[src/pvc_pkg.sv]
// Package for the PID velocity controller: shared widths, register indexes,
// the sequencer state type and the status word of the serial units.
// No dependencies; every other file of the block imports it.
`default_nettype none

package pvc_pkg;

    // The error accumulator is a plain 64-bit signed word at every data width.
    localparam int SUM_W = 64;

    // Configuration registers, in address order.
    localparam int NUM_REGS = 3;
    localparam int REG_KP = 0;
    localparam int REG_KI = 1;
    localparam int REG_KD = 2;

    // Top-level sequencer.
    typedef enum logic [2:0] {
        ST_IDLE,
        ST_PREP,
        ST_DIV,
        ST_MAC,
        ST_OUT
    } pvc_state_t;

    // Status of a serial unit as seen by the sequencer.
    typedef struct packed {
        logic busy;
        logic done;
    } unit_stat_t;

endpackage

`default_nettype wire

[src/pvc_div.sv]
// Bit-serial restoring divider for the mean error: 64-bit signed dividend
// over an unsigned divisor, one quotient bit per cycle, clamped result.
// Depends on pvc_pkg.
`default_nettype none

module pvc_div #(
    parameter int DATA_WIDTH  = 32,
    parameter int COUNT_WIDTH = 32
) (
    input  logic                                clk,
    input  logic                                rst_n,
    input  logic                                start,
    input  logic signed [pvc_pkg::SUM_W-1:0]    dividend,
    input  logic        [COUNT_WIDTH:0]         divisor,
    output logic signed [DATA_WIDTH-1:0]        quotient,
    output pvc_pkg::unit_stat_t                 stat
);
    import pvc_pkg::*;

    localparam int STEP_W = $clog2(SUM_W);
    localparam logic [STEP_W-1:0] LAST_STEP = STEP_W'(SUM_W - 1);
    localparam logic [DATA_WIDTH-1:0] DMAX = {1'b0, {(DATA_WIDTH - 1){1'b1}}};
    localparam logic [DATA_WIDTH-1:0] DMIN = {1'b1, {(DATA_WIDTH - 1){1'b0}}};

    logic [SUM_W-1:0]       num_reg, num_next;
    logic [COUNT_WIDTH-1:0] rem_reg, rem_next;
    logic [COUNT_WIDTH:0]   dvs_reg, dvs_next;
    logic                   neg_reg, neg_next;
    logic [STEP_W-1:0]      step_reg, step_next;
    logic                   busy_reg, busy_next;
    logic                   done_reg, done_next;

    logic [SUM_W-1:0]       mag;
    logic [COUNT_WIDTH:0]   trial;
    logic [COUNT_WIDTH:0]   trial_sub;
    logic                   fits;
    logic                   ovf_pos;
    logic                   ovf_neg;
    logic [DATA_WIDTH-1:0]  q_low;

    // Shift the dividend magnitude out at the top while quotient bits
    // enter at the bottom; after all steps num_reg holds |quotient|.
    always_comb
    begin
        mag       = dividend[SUM_W-1] ? (~$unsigned(dividend) + 1'b1) : $unsigned(dividend);
        trial     = {rem_reg, num_reg[SUM_W-1]};
        trial_sub = trial - dvs_reg;
        fits      = (trial >= dvs_reg);

        num_next  = num_reg;
        rem_next  = rem_reg;
        dvs_next  = dvs_reg;
        neg_next  = neg_reg;
        step_next = step_reg;
        busy_next = busy_reg;
        done_next = 1'b0;

        if (start)
        begin
            num_next  = mag;
            rem_next  = '0;
            dvs_next  = divisor;
            neg_next  = dividend[SUM_W-1];
            step_next = '0;
            busy_next = 1'b1;
        end
        else if (busy_reg)
        begin
            num_next  = {num_reg[SUM_W-2:0], fits};
            rem_next  = fits ? trial_sub[COUNT_WIDTH-1:0] : trial[COUNT_WIDTH-1:0];
            step_next = step_reg + 1'b1;
            if (step_reg == LAST_STEP)
            begin
                busy_next = 1'b0;
                done_next = 1'b1;
            end
        end
    end

    // Clamp the signed quotient to the data range.
    always_comb
    begin
        q_low   = num_reg[DATA_WIDTH-1:0];
        ovf_pos = |num_reg[SUM_W-1:DATA_WIDTH-1];
        ovf_neg = (|num_reg[SUM_W-1:DATA_WIDTH])
                | (num_reg[DATA_WIDTH-1] & (|num_reg[DATA_WIDTH-2:0]));
        if (neg_reg)
        begin
            quotient = ovf_neg ? $signed(DMIN) : $signed(-q_low);
        end
        else
        begin
            quotient = ovf_pos ? $signed(DMAX) : $signed(q_low);
        end
    end

    always_ff @(posedge clk or negedge rst_n)
    begin
        if (!rst_n)
        begin
            step_reg <= '0;
            busy_reg <= 1'b0;
            done_reg <= 1'b0;
        end
        else
        begin
            step_reg <= step_next;
            busy_reg <= busy_next;
            done_reg <= done_next;
        end
    end

    always_ff @(posedge clk)
    begin
        num_reg <= num_next;
        rem_reg <= rem_next;
        dvs_reg <= dvs_next;
        neg_reg <= neg_next;
    end

    assign stat.busy = busy_reg;
    assign stat.done = done_reg;

endmodule

`default_nettype wire

[src/pvc_mac.sv]
// Bit-serial multiply-accumulate for the three PID terms: one multiplier bit
// of each term per cycle, then shift, round down and saturate.
// Depends on pvc_pkg.
`default_nettype none

module pvc_mac #(
    parameter int DATA_WIDTH = 32,
    parameter int FRAC_BITS  = 16
) (
    input  logic                         clk,
    input  logic                         rst_n,
    input  logic                         start,
    input  logic signed [DATA_WIDTH-1:0] kp,
    input  logic signed [DATA_WIDTH-1:0] ki,
    input  logic signed [DATA_WIDTH-1:0] kd,
    input  logic signed [DATA_WIDTH:0]   mul_p,
    input  logic signed [DATA_WIDTH:0]   mul_i,
    input  logic signed [DATA_WIDTH:0]   mul_d,
    output logic        [DATA_WIDTH-1:0] correction,
    output logic                         sat,
    output pvc_pkg::unit_stat_t          stat
);
    import pvc_pkg::*;

    // Multipliers are DATA_WIDTH+1 bits; the running high word needs two
    // guard bits over a single product for the sum of three.
    localparam int L_W    = DATA_WIDTH + 1;
    localparam int H_W    = DATA_WIDTH + 3;
    localparam int F_W    = H_W + L_W;
    localparam int TOP_LO = FRAC_BITS + DATA_WIDTH - 1;
    localparam int STEP_W = $clog2(L_W);
    localparam logic [STEP_W-1:0] LAST_STEP = STEP_W'(DATA_WIDTH);
    localparam logic [DATA_WIDTH-1:0] DMAX = {1'b0, {(DATA_WIDTH - 1){1'b1}}};
    localparam logic [DATA_WIDTH-1:0] DMIN = {1'b1, {(DATA_WIDTH - 1){1'b0}}};

    logic signed [H_W-1:0] hi_reg, hi_next;
    logic [L_W-1:0]        lo_reg, lo_next;
    logic [L_W-1:0]        xp_reg, xp_next;
    logic [L_W-1:0]        xi_reg, xi_next;
    logic [L_W-1:0]        xd_reg, xd_next;
    logic [STEP_W-1:0]     step_reg, step_next;
    logic                  busy_reg, busy_next;
    logic                  done_reg, done_next;

    logic                  last;
    logic signed [H_W-1:0] tp;
    logic signed [H_W-1:0] ti;
    logic signed [H_W-1:0] td;
    logic signed [H_W-1:0] sum;
    logic [F_W-1:0]        full;
    logic [F_W-TOP_LO-1:0] top_bits;
    logic                  in_range;

    always_comb
    begin
        last = (step_reg == LAST_STEP);
        tp   = xp_reg[0] ? H_W'(kp) : '0;
        ti   = xi_reg[0] ? H_W'(ki) : '0;
        td   = xd_reg[0] ? H_W'(kd) : '0;
        // The top multiplier bit carries negative weight.
        if (last)
        begin
            tp = -tp;
            ti = -ti;
            td = -td;
        end
        sum = hi_reg + tp + ti + td;

        hi_next   = hi_reg;
        lo_next   = lo_reg;
        xp_next   = xp_reg;
        xi_next   = xi_reg;
        xd_next   = xd_reg;
        step_next = step_reg;
        busy_next = busy_reg;
        done_next = 1'b0;

        if (start)
        begin
            hi_next   = '0;
            lo_next   = '0;
            xp_next   = mul_p;
            xi_next   = mul_i;
            xd_next   = mul_d;
            step_next = '0;
            busy_next = 1'b1;
        end
        else if (busy_reg)
        begin
            hi_next   = sum >>> 1;
            lo_next   = {sum[0], lo_reg[L_W-1:1]};
            xp_next   = {1'b0, xp_reg[L_W-1:1]};
            xi_next   = {1'b0, xi_reg[L_W-1:1]};
            xd_next   = {1'b0, xd_reg[L_W-1:1]};
            step_next = step_reg + 1'b1;
            if (last)
            begin
                busy_next = 1'b0;
                done_next = 1'b1;
            end
        end
    end

    // Dropping the fraction bits of a two's complement word rounds toward
    // minus infinity; the result fits when all bits above it match its sign.
    always_comb
    begin
        full     = {hi_reg, lo_reg};
        top_bits = full[F_W-1:TOP_LO];
        in_range = (&top_bits) | (~|top_bits);
        sat      = ~in_range;
        if (in_range)
        begin
            correction = full[TOP_LO:FRAC_BITS];
        end
        else
        begin
            correction = full[F_W-1] ? DMIN : DMAX;
        end
    end

    always_ff @(posedge clk or negedge rst_n)
    begin
        if (!rst_n)
        begin
            step_reg <= '0;
            busy_reg <= 1'b0;
            done_reg <= 1'b0;
        end
        else
        begin
            step_reg <= step_next;
            busy_reg <= busy_next;
            done_reg <= done_next;
        end
    end

    always_ff @(posedge clk)
    begin
        hi_reg <= hi_next;
        lo_reg <= lo_next;
        xp_reg <= xp_next;
        xi_reg <= xi_next;
        xd_reg <= xd_next;
    end

    assign stat.busy = busy_reg;
    assign stat.done = done_reg;

endmodule

`default_nettype wire

[src/pid_velocity_controller_core.sv]
// PID velocity controller: top level with the sequencer, the controller
// state, the APB register file and the stream ports.
// Depends on pvc_pkg, pvc_div and pvc_mac.
//
// Usage. Each input word on the s_axis channel carries a target and a measured
// velocity (signed, FRAC_BITS fraction bits). For each word the block returns
// one output word on m_axis: the saturated PID correction in tdata and a
// clipped flag in tuser, set when the error or the correction saturated.
// The integral term uses the mean of all errors seen so far, the derivative
// term the change since the last error (zero on the first word after reset).
//
// Sequence. One word is worked on at a time. The error is registered when the
// word is taken, then the controller state is updated, the mean is formed by a
// bit-serial divider (one quotient bit of the 64-bit error sum per cycle), and
// the three products are summed by a bit-serial multiply-accumulate. The next
// input word is taken only after the result has been loaded into the output
// register.
//
// Stalls. The result waits in an output register; if the receiver still holds
// off the previous word when a new result is ready, the block waits with
// s_axis_tready low. Reset clears the gains, the error sum, the sample count
// and the last error, and empties the output register. Gains are to be written
// through the APB port while the block is idle; the block does not enforce this.
`default_nettype none

module pid_velocity_controller_core #(
    parameter int DATA_WIDTH  = 32,
    parameter int FRAC_BITS   = 16,
    parameter int COUNT_WIDTH = 32
) (
    input  logic clk,
    input  logic rst_n,

    // Input stream. tdata: target_speed, measured_speed.
    input  logic                                     s_axis_tvalid,
    output logic                                     s_axis_tready,
    input  logic [((2 * DATA_WIDTH + 7) / 8) * 8 - 1:0] s_axis_tdata,

    // Output stream. tdata: correction. tuser: clipped.
    output logic                                     m_axis_tvalid,
    input  logic                                     m_axis_tready,
    output logic [((DATA_WIDTH + 7) / 8) * 8 - 1:0]  m_axis_tdata,
    output logic [0:0]                               m_axis_tuser,

    // Configuration port.
    input  logic                                     psel,
    input  logic                                     penable,
    input  logic                                     pwrite,
    input  logic [$clog2(((DATA_WIDTH > 32) ? 8 : 4) * pvc_pkg::NUM_REGS) - 1:0] paddr,
    input  logic [((DATA_WIDTH > 32) ? 64 : 32) - 1:0] pwdata,
    output logic [((DATA_WIDTH > 32) ? 64 : 32) - 1:0] prdata,
    output logic                                     pready
);
    import pvc_pkg::*;

    localparam int APB_DW  = (DATA_WIDTH > 32) ? 64 : 32;
    localparam int ALIGN_W = (DATA_WIDTH > 32) ? 3 : 2;
    localparam int ADDR_W  = $clog2(((DATA_WIDTH > 32) ? 8 : 4) * NUM_REGS);
    localparam int IDX_W   = ADDR_W - ALIGN_W;
    localparam int OUT_W   = ((DATA_WIDTH + 7) / 8) * 8;

    localparam logic [DATA_WIDTH-1:0] DMAX = {1'b0, {(DATA_WIDTH - 1){1'b1}}};
    localparam logic [DATA_WIDTH-1:0] DMIN = {1'b1, {(DATA_WIDTH - 1){1'b0}}};
    localparam logic [SUM_W-1:0]      SMAX = {1'b0, {(SUM_W - 1){1'b1}}};
    localparam logic [SUM_W-1:0]      SMIN = {1'b1, {(SUM_W - 1){1'b0}}};

    // Gains.
    logic signed [DATA_WIDTH-1:0]  kp_reg, kp_next;
    logic signed [DATA_WIDTH-1:0]  ki_reg, ki_next;
    logic signed [DATA_WIDTH-1:0]  kd_reg, kd_next;

    // Controller history.
    logic signed [SUM_W-1:0]       error_sum_reg, error_sum_next;
    logic [COUNT_WIDTH-1:0]        sample_count_reg, sample_count_next;
    logic signed [DATA_WIDTH-1:0]  last_error_reg, last_error_next;

    // Per-word working registers.
    pvc_state_t                    state_reg, state_next;
    logic signed [DATA_WIDTH-1:0]  err_reg, err_next;
    logic                          clip_err_reg, clip_err_next;
    logic signed [DATA_WIDTH:0]    diff_reg, diff_next;

    // Output register.
    logic                          out_valid_reg, out_valid_next;
    logic [DATA_WIDTH-1:0]         out_corr_reg, out_corr_next;
    logic                          out_clip_reg, out_clip_next;

    // Sequencer outputs.
    logic                          accept;
    logic                          div_start;
    logic                          mac_start;
    logic                          out_load;

    // Datapath.
    logic signed [DATA_WIDTH-1:0]  t_in;
    logic signed [DATA_WIDTH-1:0]  m_in;
    logic signed [DATA_WIDTH:0]    err_wide;
    logic                          err_ovf;
    logic [DATA_WIDTH-1:0]         err_sat;
    logic signed [SUM_W-1:0]       err_ext;
    logic [SUM_W:0]                sum_wide;
    logic signed [SUM_W-1:0]       total;
    logic [COUNT_WIDTH:0]          divisor;
    logic signed [DATA_WIDTH-1:0]  mean;
    logic [DATA_WIDTH-1:0]         mac_corr;
    logic                          mac_sat;
    unit_stat_t                    div_stat;
    unit_stat_t                    mac_stat;

    // Register file.
    logic                          cfg_write;
    logic [IDX_W-1:0]              reg_idx;

    //------------------------------------------------------------------
    // Configuration port: zero wait states, register index from the
    // word-aligned address.
    //------------------------------------------------------------------
    assign pready    = 1'b1;
    assign reg_idx   = paddr[ADDR_W-1:ALIGN_W];
    assign cfg_write = psel & penable & pwrite & pready;

    always_comb
    begin
        kp_next = kp_reg;
        ki_next = ki_reg;
        kd_next = kd_reg;
        if (cfg_write)
        begin
            if (reg_idx == IDX_W'(REG_KP))
            begin
                kp_next = pwdata[DATA_WIDTH-1:0];
            end
            if (reg_idx == IDX_W'(REG_KI))
            begin
                ki_next = pwdata[DATA_WIDTH-1:0];
            end
            if (reg_idx == IDX_W'(REG_KD))
            begin
                kd_next = pwdata[DATA_WIDTH-1:0];
            end
        end
    end

    // Reads return the gain sign-extended to the bus width.
    always_comb
    begin
        prdata = '0;
        if (reg_idx == IDX_W'(REG_KP))
        begin
            prdata = APB_DW'(kp_reg);
        end
        else if (reg_idx == IDX_W'(REG_KI))
        begin
            prdata = APB_DW'(ki_reg);
        end
        else if (reg_idx == IDX_W'(REG_KD))
        begin
            prdata = APB_DW'(kd_reg);
        end
    end

    //------------------------------------------------------------------
    // Sequencer.
    //------------------------------------------------------------------
    assign s_axis_tready = (state_reg == ST_IDLE);
    assign accept        = s_axis_tvalid & s_axis_tready;

    always_comb
    begin
        state_next = state_reg;
        div_start  = 1'b0;
        mac_start  = 1'b0;
        out_load   = 1'b0;
        case (state_reg)
            ST_IDLE:
            begin
                if (accept)
                begin
                    state_next = ST_PREP;
                end
            end
            ST_PREP:
            begin
                div_start  = 1'b1;
                state_next = ST_DIV;
            end
            ST_DIV:
            begin
                if (div_stat.done)
                begin
                    mac_start  = 1'b1;
                    state_next = ST_MAC;
                end
            end
            ST_MAC:
            begin
                if (mac_stat.done)
                begin
                    state_next = ST_OUT;
                end
            end
            ST_OUT:
            begin
                // Wait until the previous word has left the output register.
                if (!out_valid_reg || m_axis_tready)
                begin
                    out_load   = 1'b1;
                    state_next = ST_IDLE;
                end
            end
            default:
            begin
                state_next = ST_IDLE;
            end
        endcase
    end

    //------------------------------------------------------------------
    // Error: exact difference, saturated to the data range.
    //------------------------------------------------------------------
    always_comb
    begin
        t_in     = s_axis_tdata[DATA_WIDTH-1:0];
        m_in     = s_axis_tdata[2 * DATA_WIDTH - 1:DATA_WIDTH];
        err_wide = {t_in[DATA_WIDTH-1], t_in} - {m_in[DATA_WIDTH-1], m_in};
        err_ovf  = err_wide[DATA_WIDTH] ^ err_wide[DATA_WIDTH-1];
        if (err_ovf)
        begin
            err_sat = err_wide[DATA_WIDTH] ? DMIN : DMAX;
        end
        else
        begin
            err_sat = err_wide[DATA_WIDTH-1:0];
        end
        err_next      = accept ? $signed(err_sat) : err_reg;
        clip_err_next = accept ? err_ovf : clip_err_reg;
    end

    //------------------------------------------------------------------
    // History update in the cycle after the word is taken. The divider
    // picks up the new error sum and the old count plus one in that cycle.
    //------------------------------------------------------------------
    always_comb
    begin
        err_ext  = SUM_W'(err_reg);
        sum_wide = {error_sum_reg[SUM_W-1], error_sum_reg} + {err_ext[SUM_W-1], err_ext};
        if (sum_wide[SUM_W] ^ sum_wide[SUM_W-1])
        begin
            total = sum_wide[SUM_W] ? $signed(SMIN) : $signed(SMAX);
        end
        else
        begin
            total = sum_wide[SUM_W-1:0];
        end
        divisor = {1'b0, sample_count_reg} + 1'b1;

        error_sum_next    = error_sum_reg;
        sample_count_next = sample_count_reg;
        last_error_next   = last_error_reg;
        diff_next         = diff_reg;
        if (state_reg == ST_PREP)
        begin
            error_sum_next  = total;
            last_error_next = err_reg;
            if (~&sample_count_reg)
            begin
                sample_count_next = sample_count_reg + 1'b1;
            end
            // No derivative on the first sample after reset.
            if (sample_count_reg == '0)
            begin
                diff_next = '0;
            end
            else
            begin
                diff_next = {err_reg[DATA_WIDTH-1], err_reg}
                          - {last_error_reg[DATA_WIDTH-1], last_error_reg};
            end
        end
    end

    //------------------------------------------------------------------
    // Serial units.
    //------------------------------------------------------------------
    pvc_div #(
        .DATA_WIDTH  (DATA_WIDTH),
        .COUNT_WIDTH (COUNT_WIDTH)
    ) u_div (
        .clk      (clk),
        .rst_n    (rst_n),
        .start    (div_start),
        .dividend (total),
        .divisor  (divisor),
        .quotient (mean),
        .stat     (div_stat)
    );

    pvc_mac #(
        .DATA_WIDTH (DATA_WIDTH),
        .FRAC_BITS  (FRAC_BITS)
    ) u_mac (
        .clk        (clk),
        .rst_n      (rst_n),
        .start      (mac_start),
        .kp         (kp_reg),
        .ki         (ki_reg),
        .kd         (kd_reg),
        .mul_p      ({err_reg[DATA_WIDTH-1], err_reg}),
        .mul_i      ({mean[DATA_WIDTH-1], mean}),
        .mul_d      (diff_reg),
        .correction (mac_corr),
        .sat        (mac_sat),
        .stat       (mac_stat)
    );

    //------------------------------------------------------------------
    // Output register.
    //------------------------------------------------------------------
    always_comb
    begin
        out_valid_next = out_valid_reg;
        out_corr_next  = out_corr_reg;
        out_clip_next  = out_clip_reg;
        if (out_load)
        begin
            out_valid_next = 1'b1;
            out_corr_next  = mac_corr;
            out_clip_next  = clip_err_reg | mac_sat;
        end
        else if (m_axis_tready)
        begin
            out_valid_next = 1'b0;
        end
    end

    assign m_axis_tvalid   = out_valid_reg;
    assign m_axis_tdata    = OUT_W'(out_corr_reg);
    assign m_axis_tuser[0] = out_clip_reg;

    //------------------------------------------------------------------
    // Registers.
    //------------------------------------------------------------------
    always_ff @(posedge clk or negedge rst_n)
    begin
        if (!rst_n)
        begin
            state_reg        <= ST_IDLE;
            kp_reg           <= '0;
            ki_reg           <= '0;
            kd_reg           <= '0;
            error_sum_reg    <= '0;
            sample_count_reg <= '0;
            last_error_reg   <= '0;
            out_valid_reg    <= 1'b0;
        end
        else
        begin
            state_reg        <= state_next;
            kp_reg           <= kp_next;
            ki_reg           <= ki_next;
            kd_reg           <= kd_next;
            error_sum_reg    <= error_sum_next;
            sample_count_reg <= sample_count_next;
            last_error_reg   <= last_error_next;
            out_valid_reg    <= out_valid_next;
        end
    end

    always_ff @(posedge clk)
    begin
        err_reg      <= err_next;
        clip_err_reg <= clip_err_next;
        diff_reg     <= diff_next;
        out_corr_reg <= out_corr_next;
        out_clip_reg <= out_clip_next;
    end

    //------------------------------------------------------------------
    // Assertions.
    //------------------------------------------------------------------
    // A new word is only taken when both serial units have finished.
    a_ready_units_idle: assert property (@(posedge clk) disable iff (!rst_n)
        s_axis_tready |-> (!div_stat.busy && !mac_stat.busy))
        else $error("input taken while a serial unit is busy");

    // The divider finishes only while the sequencer waits for it.
    a_div_done_in_div: assert property (@(posedge clk) disable iff (!rst_n)
        div_stat.done |-> (state_reg == ST_DIV))
        else $error("divider finished outside its state");

    // The multiply-accumulate finishes only while the sequencer waits for it.
    a_mac_done_in_mac: assert property (@(posedge clk) disable iff (!rst_n)
        mac_stat.done |-> (state_reg == ST_MAC))
        else $error("multiply-accumulate finished outside its state");

    // The sample count never wraps back to zero.
    a_count_sticky: assert property (@(posedge clk) disable iff (!rst_n)
        (sample_count_reg != '0) |=> (sample_count_reg != '0))
        else $error("sample count returned to zero");

endmodule

`default_nettype wire
[config.mk]
export PLATFORM = sky130hd
export DESIGN_NAME = pid_velocity_controller_core
export DESIGN_NICKNAME = d
export VERILOG_FILES = /design/src/pvc_pkg.sv /design/src/pvc_div.sv /design/src/pvc_mac.sv /design/src/pid_velocity_controller_core.sv
export SDC_FILE = /design/constraint.sdc
export NUM_CORES = 2
export LEC_CHECK = 0
export ABC_AREA = 0
export BUFFER_PORTS_ARGS = -buffer_cell sky130_fd_sc_hd__buf_2
export CORE_ASPECT_RATIO = 1.25
export CORE_UTILIZATION = 65
export CTS_BUF_LIST = sky130_fd_sc_hd__clkbuf_8
export DETAILED_ROUTE_END_ITERATION = 8
export HOLD_SLACK_MARGIN = 0.02
export PLACE_DENSITY = 0.85
export SETUP_SLACK_MARGIN = 0.2
export SLEW_MARGIN = 20
export SYNTH_ARGS = -nofsm -noshare
export SYNTH_HDL_FRONTEND = slang
export SYNTH_SLANG_ARGS = --single-unit
[constraint.sdc]
create_clock -name clk -period 9.6 [get_ports clk]
set_clock_uncertainty 0.1 [all_clocks]
set_input_delay 1.44 -clock clk [delete_from_list [all_inputs] [get_ports clk]]
set_output_delay 1.44 -clock clk [all_outputs]
set_load 0.005 [all_outputs]
==> metrics.cfg <==
[sta]
maxSlewHeadroom_pct=24.74
worst_pin_slew_ns=1.126
fin_tns_setup_ns=0
finalSetupViolations=0
rsz0062_at_grt=false
drv_slew=0
max_freq_mhz=113.1
hold_viol_final=0
period_needed_ns=8.842
fin_crit_sh_pct=92.11

[hold_path]
worstHoldPathType=reg2reg
min_to=error_sum_reg[60]$_DFFE_PN0P_
worstHoldStart=error_sum_reg[60]$_DFFE_PN0P_
hold_depth=2

[die]
start_util_pct=65.88
ioPinCount=175
die_x_um=232.8
fp.dieArea_sq_um=67620
die_height_um=290.5
num_rows=105
core_area_sq_um=65690

[global_routing]
track_usage_pct=33.60
grt-ovfl-total=0
grt_pass1_vias=36700
grt_pass1_wl_um=184000
antenna_found_initial=2
grt_max_degree=169

[place]
gp_congestion=0.9504
hpwl_um=81170
numPortBuffers=171

[logic_synthesis]
yosys.area_share.simple_pct=18.48
synth_cells=4927
synth_top_family_by_area=simple AND/OR/NAND/NOR gates
ys_types=99
synth_compound_area_share_pct=17.64
synth.net_count=5313
synth-seq-area-share_pct=38.49
ys_seq_elements=623
avgSynthCellArea_sq_um=8.783
yosysTopAreaCell=edfxtp_1
synthTopCellsByArea=edfxtp_1 21%, dfrtp_1 14%, ha_1 6.0%, nand2_1 5.6%, o21ai_0 4.7%
synthXorXnorAreaFrac_pct=6.234
synthMuxAreaShare_pct=4.817
ys.warnings.count=0
synthFlopType=edfxtp_1
async_flop_share_pct=39.17
synthAdderAreaFrac_pct=9.455
synth_edf_count=296
synth_top_area_share_pct=20.54
syn_area_sq_um=43270

[setup_path]
cp-end-kind=register
crit_type=reg2reg
worstPathArrival_ns=9.22
r2r-start=err_reg[31]$_DFFE_PP_
reg2reg_to=u_div.num_reg[59]$_DFFE_PP_
rrSetupSlack_ns=0.76
path_max_fanout=17
worst-r2r-cell-count=27
cp-start-kind=register
required_ns=9.97

[routing]
dr.pass1.iters=8
drt_iter0_markers=3410
wl_per_cell_um=18.99
drcViolationCount=0
vias=37540
final_antenna_net_count=0
viasPerCell=6.275
postRouteWirelength_um=113600

[cts]
htree_levels=3
cts.repair.resized=0
clk_pin_slew_ns=0.06
postCtsHoldBufs=0
clock_sinks=623
clk_latency_ns=0.74
cts_buffer_depth=3
post_cts_buffers=0
cts_root_buffer=clkbuf_8
numCtsBuffers=103
cts_tree=built

[flow_run]
maxCapViolCount=0

[status]
outcome=finished clean

[power]
max-vdd-ir-drop_mv=0.3007
total_power_mw=15.88
p_leak_nw=20.25
power-per-cell-area_nw_per_um2=338.1

[final_layout]
drive_above_1_share_pct=10.73
nets=5421
area_delta_synth_final_pct=8.541

[kinds of logic after synthesis]
| family | after synthesis |
|---|---|
| compound gates | 1235 |
| flops | 623 |
| fa+ha+maj | 285 |
| buf+inv | 551 |
| mux | 195 |
| simple gates | 1729 |
| other cells | 1 |
| xor+xnor | 308 |
[cell usage after synthesis, types with 37 or more instances]
library cell and n:
dfrtp_1 244, edfxtp_1 296, ha_1 207, and3_1 37
or3_1 45, dfxtp_1 83, a31oi_1 62, a21oi_1 317
a21o_1 101, nand3_1 94, xor2_1 144, o21a_1 50
clkbuf_1 181, mux2i_1 89, nand4_1 69, o31ai_1 46
o21ai_0 405, mux2_2 106, nor2_1 478, nand2_1 645
xnor2_1 164, inv_1 332, nor3_1 93, nor2b_1 48
fa_1 72
[where the power goes]
part,internal (mW),switching (mW)
logic,3.42,5.76
clock network,1.27,1.16
registers,3.65,0.613
[area by class of cell]
class / count / area, sq um
multi-input cells: 3753 / 24580
fillers: 4964 / 18720
clock buffers: 121 / 1665
repair buffers: 218 / 1256
flip-flops and latches: 623 / 16660
diodes: 1 / 2.502
clock inverters: 74 / 470.5
inverters: 336 / 1269
well taps: 856 / 1071
[cell usage in the layout (no fill, tap or decap), drive strengths merged, types with 69 or more instances in the layout]
cell and count:
nand2 646, nor2 479, o21ai 408, inv 372, a21oi 317, edfxtp 296
dfrtp 244, buf 218, ha 207, xnor2 164, xor2 144, clkbuf 121
mux2 106, a21o 101, nor3 98, nand3 96, mux2i 89, dfxtp 83
fa 72, nand4 69
[per-stage QoR]
step                cell area [sq um]  util, %  std cells  worst slack, ns  hold WS (ns)
floorplan                       43270        -       4927            1.289        0.3505
detailed placement              44830    68.24       5786           0.9969        0.3736
global route                    46970    71.50       5982           0.3266        0.4124
global placement                44830    68.24       5786            1.054        0.3661
finish                          46970    71.50       5982           0.7578        0.3853
CTS                             46960    71.50       5981           0.9270        0.3858
[critical path: stages (launching register included)]
cell and delay (ns):
edfxtp_1 0.75, ha_1 0.60, a21oi_1 0.15, o21ai_0 0.44, a221o_1 0.23, a21oi_1 0.10
a21boi_0 0.15, a31oi_1 0.26, nand2_1 0.22, o21ai_0 0.38, a31oi_1 0.23, o31ai_1 0.28
a21o_1 0.16, xor2_1 0.30, ha_2 0.43, clkinv_1 0.09, buf_4 0.15, nand2_1 0.07
nor3_1 0.31, or3b_1 0.46, nor3_1 0.16, nand2_1 0.07, or4_1 0.49, a2111oi_4 0.55
nand4b_2 0.39, or2_1 0.37, o31ai_1 0.28, mux2_2 0.37
[worst max path at each step]
stage | cells past startpoint | startpoint | end | slack (ns)
floorplan | 33 | err_reg[31]$_DFFE_PP_ | u_div.num_reg[62]$_DFFE_PP_ | 1.29
global placement | 27 | err_reg[31]$_DFFE_PP_ | u_div.num_reg[59]$_DFFE_PP_ | 1.05
detailed placement | 28 | err_reg[31]$_DFFE_PP_ | u_div.num_reg[62]$_DFFE_PP_ | 1.0
CTS | 27 | err_reg[31]$_DFFE_PP_ | u_div.num_reg[59]$_DFFE_PP_ | 0.93
global route | 28 | err_reg[31]$_DFFE_PP_ | u_div.num_reg[62]$_DFFE_PP_ | 0.33
finish | 27 | err_reg[31]$_DFFE_PP_ | u_div.num_reg[59]$_DFFE_PP_ | 0.76
[routing by layer]
layer  vias to the layer above  global-route usage, %  routed length, um  part of all wire (%)
met5                         -                      0                 10                0.0088
met4                         2                  19.62               6267                   5.5
met3                       428                  4.356               7161                   6.3
met2                      1683                  58.59              57430                    51
met1                     17730                  39.30              42750                    38
li1                      17700                      -                  -                     -
Note: power is estimated with default switching activity, not from simulation.
